===== config.mk =====
export PLATFORM = sky130hd
export DESIGN_NAME = double_precision_float_adder_unit
export DESIGN_NICKNAME = d
export VERILOG_FILES = /design/src/hw/rtl/dpfa_pkg.sv /design/src/hw/rtl/double_precision_float_adder_unit.sv /design/src/hw/rtl/dpfa_align.sv /design/src/hw/rtl/dpfa_add.sv /design/src/hw/rtl/dpfa_norm.sv
export SDC_FILE = /design/constraint.sdc
export NUM_CORES = 1
export LEC_CHECK = 0
export BUFFER_PORTS_ARGS = -buffer_cell sky130_fd_sc_hd__buf_2
export CORE_MARGIN = 4
export CORE_UTILIZATION = 30
export CTS_BUF_LIST = sky130_fd_sc_hd__clkbuf_8
export CTS_CLUSTER_SIZE = 12
export DETAILED_ROUTE_END_ITERATION = 10
export GPL_ROUTABILITY_DRIVEN = 0
export SYNTH_ARGS = -nofsm -noshare
export SYNTH_HDL_FRONTEND = slang
export SYNTH_SLANG_ARGS = --single-unit
export TNS_END_PERCENT = 50

===== constraint.sdc =====
create_clock -name clk -period 6.9 [get_ports clk]
set_input_delay 0.345 -clock clk [delete_from_list [all_inputs] [get_ports clk]]
set_output_delay 0.345 -clock clk [all_outputs]
set_load 0.05 [all_outputs]

===== src/hw/rtl/dpfa_pkg.sv =====
package dpfa_pkg;

    localparam logic [10:0] EXP_ALL_ONES = 11'h7ff;
    localparam logic [5:0]  LZC_EMPTY    = 6'h3f;

    // stage 1 -> stage 2: aligned operands
    typedef struct packed {
        logic [63:0] nrm;
        logic [63:0] sh;
        logic        subtract;
        logic        sign;
        logic [10:0] pre;
        logic        inf;
    } align_t;

    // stage 2 -> stage 3: raw sum with leading-zero count
    typedef struct packed {
        logic [63:0] sum;
        logic [5:0]  lz;
        logic        sign;
        logic [10:0] pre;
        logic        inf;
    } add_t;

    // Leading zeros of bits 60..0 of a 61-bit word; LZC_EMPTY when all zero.
    function automatic logic [5:0] lzc61(input logic [60:0] x);
        logic [5:0] n;
        logic       found;
        n = LZC_EMPTY;
        found = 1'b0;
        for (int i = 60; i >= 0; i--) begin
            if (!found && x[i]) begin
                n = 6'(60 - i);
                found = 1'b1;
            end
        end
        return n;
    endfunction

endpackage


===== src/hw/rtl/double_precision_float_adder_unit.sv =====
// Double-precision adder, truncating, no rounding.
// Input stream s_axis_*: tdata = {operand_b, operand_a}, operand_a in bits 63:0.
// Output stream m_axis_*: tdata = sum_bits.
// A transaction is taken whenever tvalid and tready are both high.
// Pipeline: input register, align register, add/count register, output
// register; m_axis_tvalid rises once a pair has reached the output register.
// Throughput is one pair per cycle while the receiver does not stall;
// each stage has a valid bit.
// When the receiver stalls, a stage advances only into an empty slot or one
// that empties in the same cycle, so nothing is dropped or repeated and
// s_axis_tready falls once the pipe is full.
// Reset (rst_n low, asynchronous) clears all valid bits; data regs are not reset.
module double_precision_float_adder_unit
    import dpfa_pkg::*;
(
    input  logic         clk,
    input  logic         rst_n,
    input  logic         s_axis_tvalid,
    output logic         s_axis_tready,
    input  logic [127:0] s_axis_tdata,   // [63:0] operand_a, [127:64] operand_b
    output logic         m_axis_tvalid,
    input  logic         m_axis_tready,
    output logic [63:0]  m_axis_tdata    // [63:0] sum_bits
);

    logic [127:0] in_reg;
    align_t       al_reg, al_next;
    add_t         ad_reg, ad_next;
    logic [63:0]  out_reg, out_next;
    logic [3:0]   v_reg;
    logic [3:0]   adv;

    // stage k advances when its successor is empty or moving
    always_comb
    begin
        adv[3] = !v_reg[3] || m_axis_tready;
        adv[2] = !v_reg[2] || adv[3];
        adv[1] = !v_reg[1] || adv[2];
        adv[0] = !v_reg[0] || adv[1];
    end

    assign s_axis_tready = adv[0];
    assign m_axis_tvalid = v_reg[3];
    assign m_axis_tdata  = out_reg;

    dpfa_align u_align (.operand_a(in_reg[63:0]), .operand_b(in_reg[127:64]), .align(al_next));
    dpfa_add   u_add   (.align(al_reg), .add(ad_next));
    dpfa_norm  u_norm  (.add(ad_reg), .sum_bits(out_next));

    always_ff @(posedge clk or negedge rst_n)
    begin
        if (!rst_n)
            v_reg <= 4'd0;
        else
        begin
            if (adv[0]) v_reg[0] <= s_axis_tvalid;
            if (adv[1]) v_reg[1] <= v_reg[0];
            if (adv[2]) v_reg[2] <= v_reg[1];
            if (adv[3]) v_reg[3] <= v_reg[2];
        end
    end

    always_ff @(posedge clk)
    begin
        if (adv[0] && s_axis_tvalid) in_reg <= s_axis_tdata;
        if (adv[1] && v_reg[0]) al_reg <= al_next;
        if (adv[2] && v_reg[1]) ad_reg <= ad_next;
        if (adv[3] && v_reg[2]) out_reg <= out_next;
    end

endmodule


===== src/hw/rtl/dpfa_align.sv =====
module dpfa_align
    import dpfa_pkg::*;
(
    input  logic [63:0] operand_a,
    input  logic [63:0] operand_b,
    output align_t      align
);

    logic [10:0] ea, eb, big_e, small_e, diff;
    logic [51:0] ma, mb, big_m, small_m;
    logic        b_larger;
    logic [63:0] mov;

    always_comb
    begin
        ea = operand_a[62:52];
        eb = operand_b[62:52];
        ma = operand_a[51:0];
        mb = operand_b[51:0];
        b_larger = (ea < eb) || (ea == eb && ma < mb);
        diff = (ea < eb) ? (eb - ea) : (ea - eb);
        big_m = b_larger ? mb : ma;
        small_m = b_larger ? ma : mb;
        big_e = b_larger ? eb : ea;
        small_e = b_larger ? ea : eb;
        align.pre = (ea < eb) ? eb : ea;
        align.sign = b_larger ? operand_b[63] : operand_a[63];
        align.subtract = operand_a[63] ^ operand_b[63];
        align.inf = (ea == EXP_ALL_ONES) || (eb == EXP_ALL_ONES);
        align.nrm = {2'b00, (big_e != 11'd0), big_m, 9'd0};
        mov = {2'b00, (small_e != 11'd0), small_m, 9'd0};
        align.sh = (diff >= 11'd64) ? 64'd0 : (mov >> diff[5:0]);
    end

endmodule


===== src/hw/rtl/dpfa_add.sv =====
module dpfa_add
    import dpfa_pkg::*;
(
    input  align_t align,
    output add_t   add
);

    always_comb
    begin
        add.sum = align.subtract ? (align.nrm - align.sh) : (align.nrm + align.sh);
        add.lz = lzc61(add.sum[61:1]);
        add.sign = align.sign;
        add.pre = align.pre;
        add.inf = align.inf;
    end

endmodule


===== src/hw/rtl/dpfa_norm.sv =====
module dpfa_norm
    import dpfa_pkg::*;
(
    input  add_t        add,
    output logic [63:0] sum_bits
);

    logic [60:0] norm;
    logic [51:0] mant;
    logic [12:0] expo;

    always_comb
    begin
        norm = add.sum[61:1] << add.lz;
        if (add.sum[62])
        begin
            mant = add.sum[61:10];
            expo = {2'b00, add.pre} + 13'd1;
        end
        else if (add.sum[61])
        begin
            mant = add.sum[60:9];
            expo = {2'b00, add.pre};
        end
        else
        begin
            mant = norm[59:8];
            expo = {2'b00, add.pre} - {7'd0, add.lz};
        end
        if (expo[12] || expo == 13'd0 || (add.lz == LZC_EMPTY && !add.sum[62]))
            sum_bits = 64'd0;
        else if (add.inf || expo[11])
            sum_bits = {add.sign, EXP_ALL_ONES, 52'd0};
        else
            sum_bits = {add.sign, expo[10:0], mant};
    end

endmodule


==> report_table.html <==
<table>
<tr><th>Metric</th><th>Value</th></tr>
<tr><th colspan="2">Setup path</th></tr>
<tr><td>Termination of the worst setup path</td><td>al_reg[29]</td></tr>
<tr><td>Worst endpoint required time</td><td>7.25 ns</td></tr>
<tr><td>Startpoint class of the critical path</td><td>register</td></tr>
<tr><td>Largest driver fanout on the critical path</td><td>24</td></tr>
<tr><td>Worst reg-to-reg setup slack</td><td>just under 0.5 ns</td></tr>
<tr><td>Logic depth of the worst register-to-register path</td><td>14</td></tr>
<tr><td>Slowest cell on the critical path</td><td>nor4_1</td></tr>
<tr><td>Capturing element type of the critical path</td><td>register</td></tr>
<tr><td>Cell family with most CP delay</td><td>compound AO/OA/AOI/OAI gates</td></tr>
<tr><td>Critical Path Stages</td><td>14</td></tr>
<tr><td>Worst setup path startpoint</td><td>in_reg[123]</td></tr>
<tr><td>Capture point of the worst reg-to-reg path</td><td>al_reg[29]</td></tr>
<tr><td>CP most frequent cell</td><td>buf_4</td></tr>
<tr><td>Buffer and inverter count on the worst path</td><td>2</td></tr>
<tr><td>Kind of critical path</td><td>reg2reg</td></tr>
<tr><td>Reg-to-reg startpoint</td><td>in_reg[123]</td></tr>
<tr><td>Crit path largest cell delay</td><td>just under 0.9 ns</td></tr>
<tr><td>Worst-path cell chain</td><td>ha_1 -&gt; nand3_1 -&gt; nor4_1 -&gt; buf_4 -&gt; nand4b_1 -&gt; or3_1 -&gt; a21oi_4 -&gt; buf_4 -&gt; nor2_4 -&gt; mux2i_1 -&gt; o22ai_1 -&gt; a22o_1 -&gt; a211oi_1 -&gt; o211ai_1</td></tr>
<tr><td>CP arrival</td><td>6.77 ns</td></tr>
<tr><th colspan="2">Routing</th></tr>
<tr><td>Final WL</td><td>~130000 µm</td></tr>
<tr><td>Length of the first detailed-routing pass in iterations</td><td>7</td></tr>
<tr><td>DRC</td><td>0</td></tr>
<tr><td>Routed via count divided by cell count</td><td>~5.8</td></tr>
<tr><td>Post-DRT Antenna Nets</td><td>0</td></tr>
<tr><td>Detail Route met3 WL</td><td>12900 µm</td></tr>
<tr><td>Top layer reached by signal wires</td><td>met4</td></tr>
<tr><td>Initial detailed-routing violation count</td><td>4504</td></tr>
<tr><td>Routed via count</td><td>33100</td></tr>
<tr><td>Final routed wire length divided by cell count</td><td>22.7 µm</td></tr>
<tr><td>Sum of met2 wire segment lengths after detailed routing</td><td>56300 µm</td></tr>
<tr><td>Routed met1 length</td><td>53300 µm</td></tr>
<tr><th colspan="2">CTS</th></tr>
<tr><td>Clock latency on the worst-skew pair</td><td>roughly 0.73 ns</td></tr>
<tr><td>Clock root buffer</td><td>clkbuf_8</td></tr>
<tr><td>Buffers inserted during post-CTS setup optimization</td><td>0</td></tr>
<tr><td>Clock transition time at the flip-flop clock pins of the worst setup and hold paths</td><td>0.08 ns</td></tr>
<tr><td>Clock tree from TritonCTS</td><td>built</td></tr>
<tr><td>Largest buffer count on any clock path</td><td>3</td></tr>
<tr><td>Number of resized instances in the post-cts repair step</td><td>0</td></tr>
<tr><td>Depth of the CTS H-tree</td><td>3</td></tr>
<tr><td>Inserted Clock Buffers</td><td>70</td></tr>
<tr><td>Sink Count</td><td>about 410</td></tr>
<tr><td>Count of hold-fix buffers inserted at cts</td><td>132</td></tr>
<tr><th colspan="2">Power</th></tr>
<tr><td>Overall Power</td><td>about 12000 µW</td></tr>
<tr><td>Cell leakage power</td><td>0.0154 µW</td></tr>
<tr><td>Total power per unit cell area</td><td>309 nW/µm²</td></tr>
<tr><td>Maximum VDD drop</td><td>between 0.15 and 0.2 mV</td></tr>
<tr><th colspan="2">Yosys</th></tr>
<tr><td>Dominant cell type by area after synthesis</td><td>edfxtp_1</td></tr>
<tr><td>Synth Register Bits</td><td>approximately 410</td></tr>
<tr><td>Synth Warn #</td><td>0</td></tr>
<tr><td>Fraction of synthesized cell area taken by the top area cell type</td><td>a little over a third</td></tr>
<tr><td>Post-synth ARST share</td><td>0.985%</td></tr>
<tr><td>Syn_nets</td><td>4198</td></tr>
<tr><td>Number of enable-type register cells in the synthesized netlist</td><td>402</td></tr>
<tr><td>Post-Syn Area</td><td>34600 µm²</td></tr>
<tr><td>Flip-flop cell with the highest count after synthesis</td><td>edfxtp_1</td></tr>
<tr><td>Sequential element share of the synthesized area</td><td>between 30% and 40%</td></tr>
<tr><td>Mapped Avg Cell Area</td><td>around 9 µm²</td></tr>
<tr><td>Unique cell type count in the Yosys netlist</td><td>90</td></tr>
<tr><td>Gate count after technology mapping</td><td>3876</td></tr>
<tr><td>Cell types with the largest area share after synthesis</td><td>edfxtp_1 (35%), ha_1 (6.7%), mux2i_1 (5.3%), mux4_2 (4.9%), nand2_1 (4.8%)</td></tr>
<tr><th colspan="2">Timing</th></tr>
<tr><td>Setup-failing EPs final</td><td>0</td></tr>
<tr><td>Pin slew with the least headroom to its limit</td><td>1.26 ns</td></tr>
<tr><td>Final max-slew violation count</td><td>0</td></tr>
<tr><td>Post-route setup TNS</td><td>0 ns</td></tr>
<tr><td>Maximum operating frequency</td><td>156 MHz</td></tr>
<tr><td>Hold Violations, Final</td><td>0</td></tr>
<tr><td>Final period util</td><td>92.9%</td></tr>
<tr><td>Minimum period implied by the final worst setup slack</td><td>6.41 ns</td></tr>
<tr><td>Headroom to the max-slew limit</td><td>between 10% and 20%</td></tr>
<tr><td>Worst hold-check slack</td><td>between 0.3 and 0.4 ns</td></tr>
<tr><td>Final Skew</td><td>0.0747 ns</td></tr>
<tr><td>RSZ-0062 raised after global routing</td><td>no</td></tr>
<tr><th colspan="2">Floorplan</th></tr>
<tr><td>Initial core utilization</td><td>30.2%</td></tr>
<tr><td>Die Ht</td><td>347 µm</td></tr>
<tr><td>Boundary pin count</td><td>198</td></tr>
<tr><td>Floorplan die width</td><td>347 µm</td></tr>
<tr><td>Std-Cell Core Area</td><td>114000 µm²</td></tr>
<tr><td>Floorplan row count</td><td>124</td></tr>
<tr><td>Area of the die</td><td>121000 µm²</td></tr>
<tr><th colspan="2">Layout</th></tr>
<tr><td>Relative area change from synthesis to final layout</td><td>15.3%</td></tr>
<tr><td>Number of nets at the end of the flow</td><td>4415</td></tr>
<tr><td>Share of cells above drive strength 1</td><td>12.9%</td></tr>
<tr><td>Most used cells in the layout excluding fill and tap cells</td><td>nand2_1 (437), edfxtp_1 (402), nor2_1 (364), o21ai_0 (287), a21oi_1 (269)</td></tr>
<tr><td>Most common cell after layout, fill and taps aside</td><td>nand2_1</td></tr>
<tr><td>Number of filler instances in the final layout</td><td>~12000</td></tr>
<tr><td>Final core utilization</td><td>34.9%</td></tr>
<tr><td>Flip-flop count of the largest register, all copies and words added</td><td>129</td></tr>
<tr><th colspan="2">Hold path</th></tr>
<tr><td>Tightest Hold Check Type</td><td>in2reg</td></tr>
<tr><th colspan="2">Status</th></tr>
<tr><td>Status</td><td>finished, final reports clean</td></tr>
<tr><th colspan="2">Global routing</th></tr>
<tr><td>Number of antenna violations at the first check in global routing</td><td>2</td></tr>
<tr><td>Via count of the first global-routing pass</td><td>around 31000</td></tr>
<tr><td>Total global-route track usage</td><td>approximately a fifth</td></tr>
<tr><td>Global-route wire length before repair</td><td>between 150000 and 200000 µm</td></tr>
<tr><td>Maximum number of pins on one net before global-route repair</td><td>99</td></tr>
<tr><td>Remaining global-route overflow</td><td>0</td></tr>
<tr><th colspan="2">Place</th></tr>
<tr><td>Detailed placer's ending HPWL</td><td>99300 µm</td></tr>
<tr><td>Count of buffers from port buffering</td><td>slightly below 200</td></tr>
<tr><th colspan="2">Job</th></tr>
<tr><td>Max_cap viols</td><td>0</td></tr>
</table>
## final cells by class
class	count	area (µm²)	share of cell area (%)
Antenna cell	2	5.00	0.0126
Sequential cell	406	12200	30.5
Clock inverter	55	450	1.13
Clock buffer	71	977	2.45
Tap cell	1512	1890	4.75
Multi-Input combinational cell	3002	20800	52.1
Inverter	228	856	2.15
Timing Repair Buffer	385	2750	6.91
## per-stage QoR
stage          instances  setup slack, ns  cell area [µm²]
3_3_place_gp        5401            0.889            37100
5_1_grt             5661            0.301            39900
4_1_cts             5659            0.730            39900
2_1_floorplan       3876             1.82            34600
3_5_place_dp        5401            0.733            37100
6_report            5661            0.487            39900
## logic make-up after synthesis
family	synth area share [%]
fa+ha+maj	6.97
xor+xnor	1.55
flops	35.2
mux	11.7
simple gates	17.1
compound gates	22.4
buf+inv	5.09
## where the power goes
| part | leakage [µW] | switching [µW] | internal (µW) |
|---|---|---|---|
| registers | 0.00399 | 397 | 3250 |
| logic | 0.0107 | 4240 | 2160 |
| clock network | 0.000780 | 1060 | 1210 |
| total | 0.0154 | 5700 | 6620 |
## worst min path at each step
stage | from | end | slack [ns] | depth (start not counted)
after floorplan | rst_n | v_reg[0] | 0.05 | 0
after global placement | rst_n | v_reg[0] | 0.15 | 1
after detailed placement | rst_n | v_reg[0] | 0.16 | 1
after CTS | s_axis_tdata[82] | in_reg[82] | 0.26 | 2
after global routing | s_axis_tdata[48] | in_reg[48] | 0.31 | 2
final | s_axis_tdata[18] | in_reg[18] | 0.33 | 2
## synth_stat cells, types with 10 or more instances
library cell / count
a2111oi_0: 15
a211o_1: 12
a211oi_1: 81
a21o_1: 56
a21oi_1: 271
a221o_1: 14
a221oi_1: 30
a222oi_1: 12
a22oi_1: 20
a31oi_1: 35
and2_1: 27
and3_1: 21
buf_1: 47
clkbuf_1: 192
edfxtp_1: 402
ha_1: 186
inv_1: 224
mux2_2: 47
mux2i_1: 183
mux4_2: 75
nand2_1: 438
nand2b_1: 23
nand3_1: 67
nand4_1: 53
nor2_1: 365
nor2b_1: 54
nor3_1: 82
nor4_1: 52
o2111ai_1: 10
o211a_1: 13
o211ai_1: 50
o21a_1: 33
o21ai_0: 287
o21bai_1: 14
o221ai_1: 26
o22ai_1: 33
o31a_1: 11
o31ai_1: 41
or2_2: 15
or3_1: 23
or4_1: 14
xnor2_1: 46
xor2_1: 15
## routing by layer
layer,global-route usage (%),up-vias
met5,0,-
met4,8.01,0
met3,3.58,328
met2,31.4,2066
met1,28.1,15600
li1,-,15100
(Power assumes the default switching activity.)
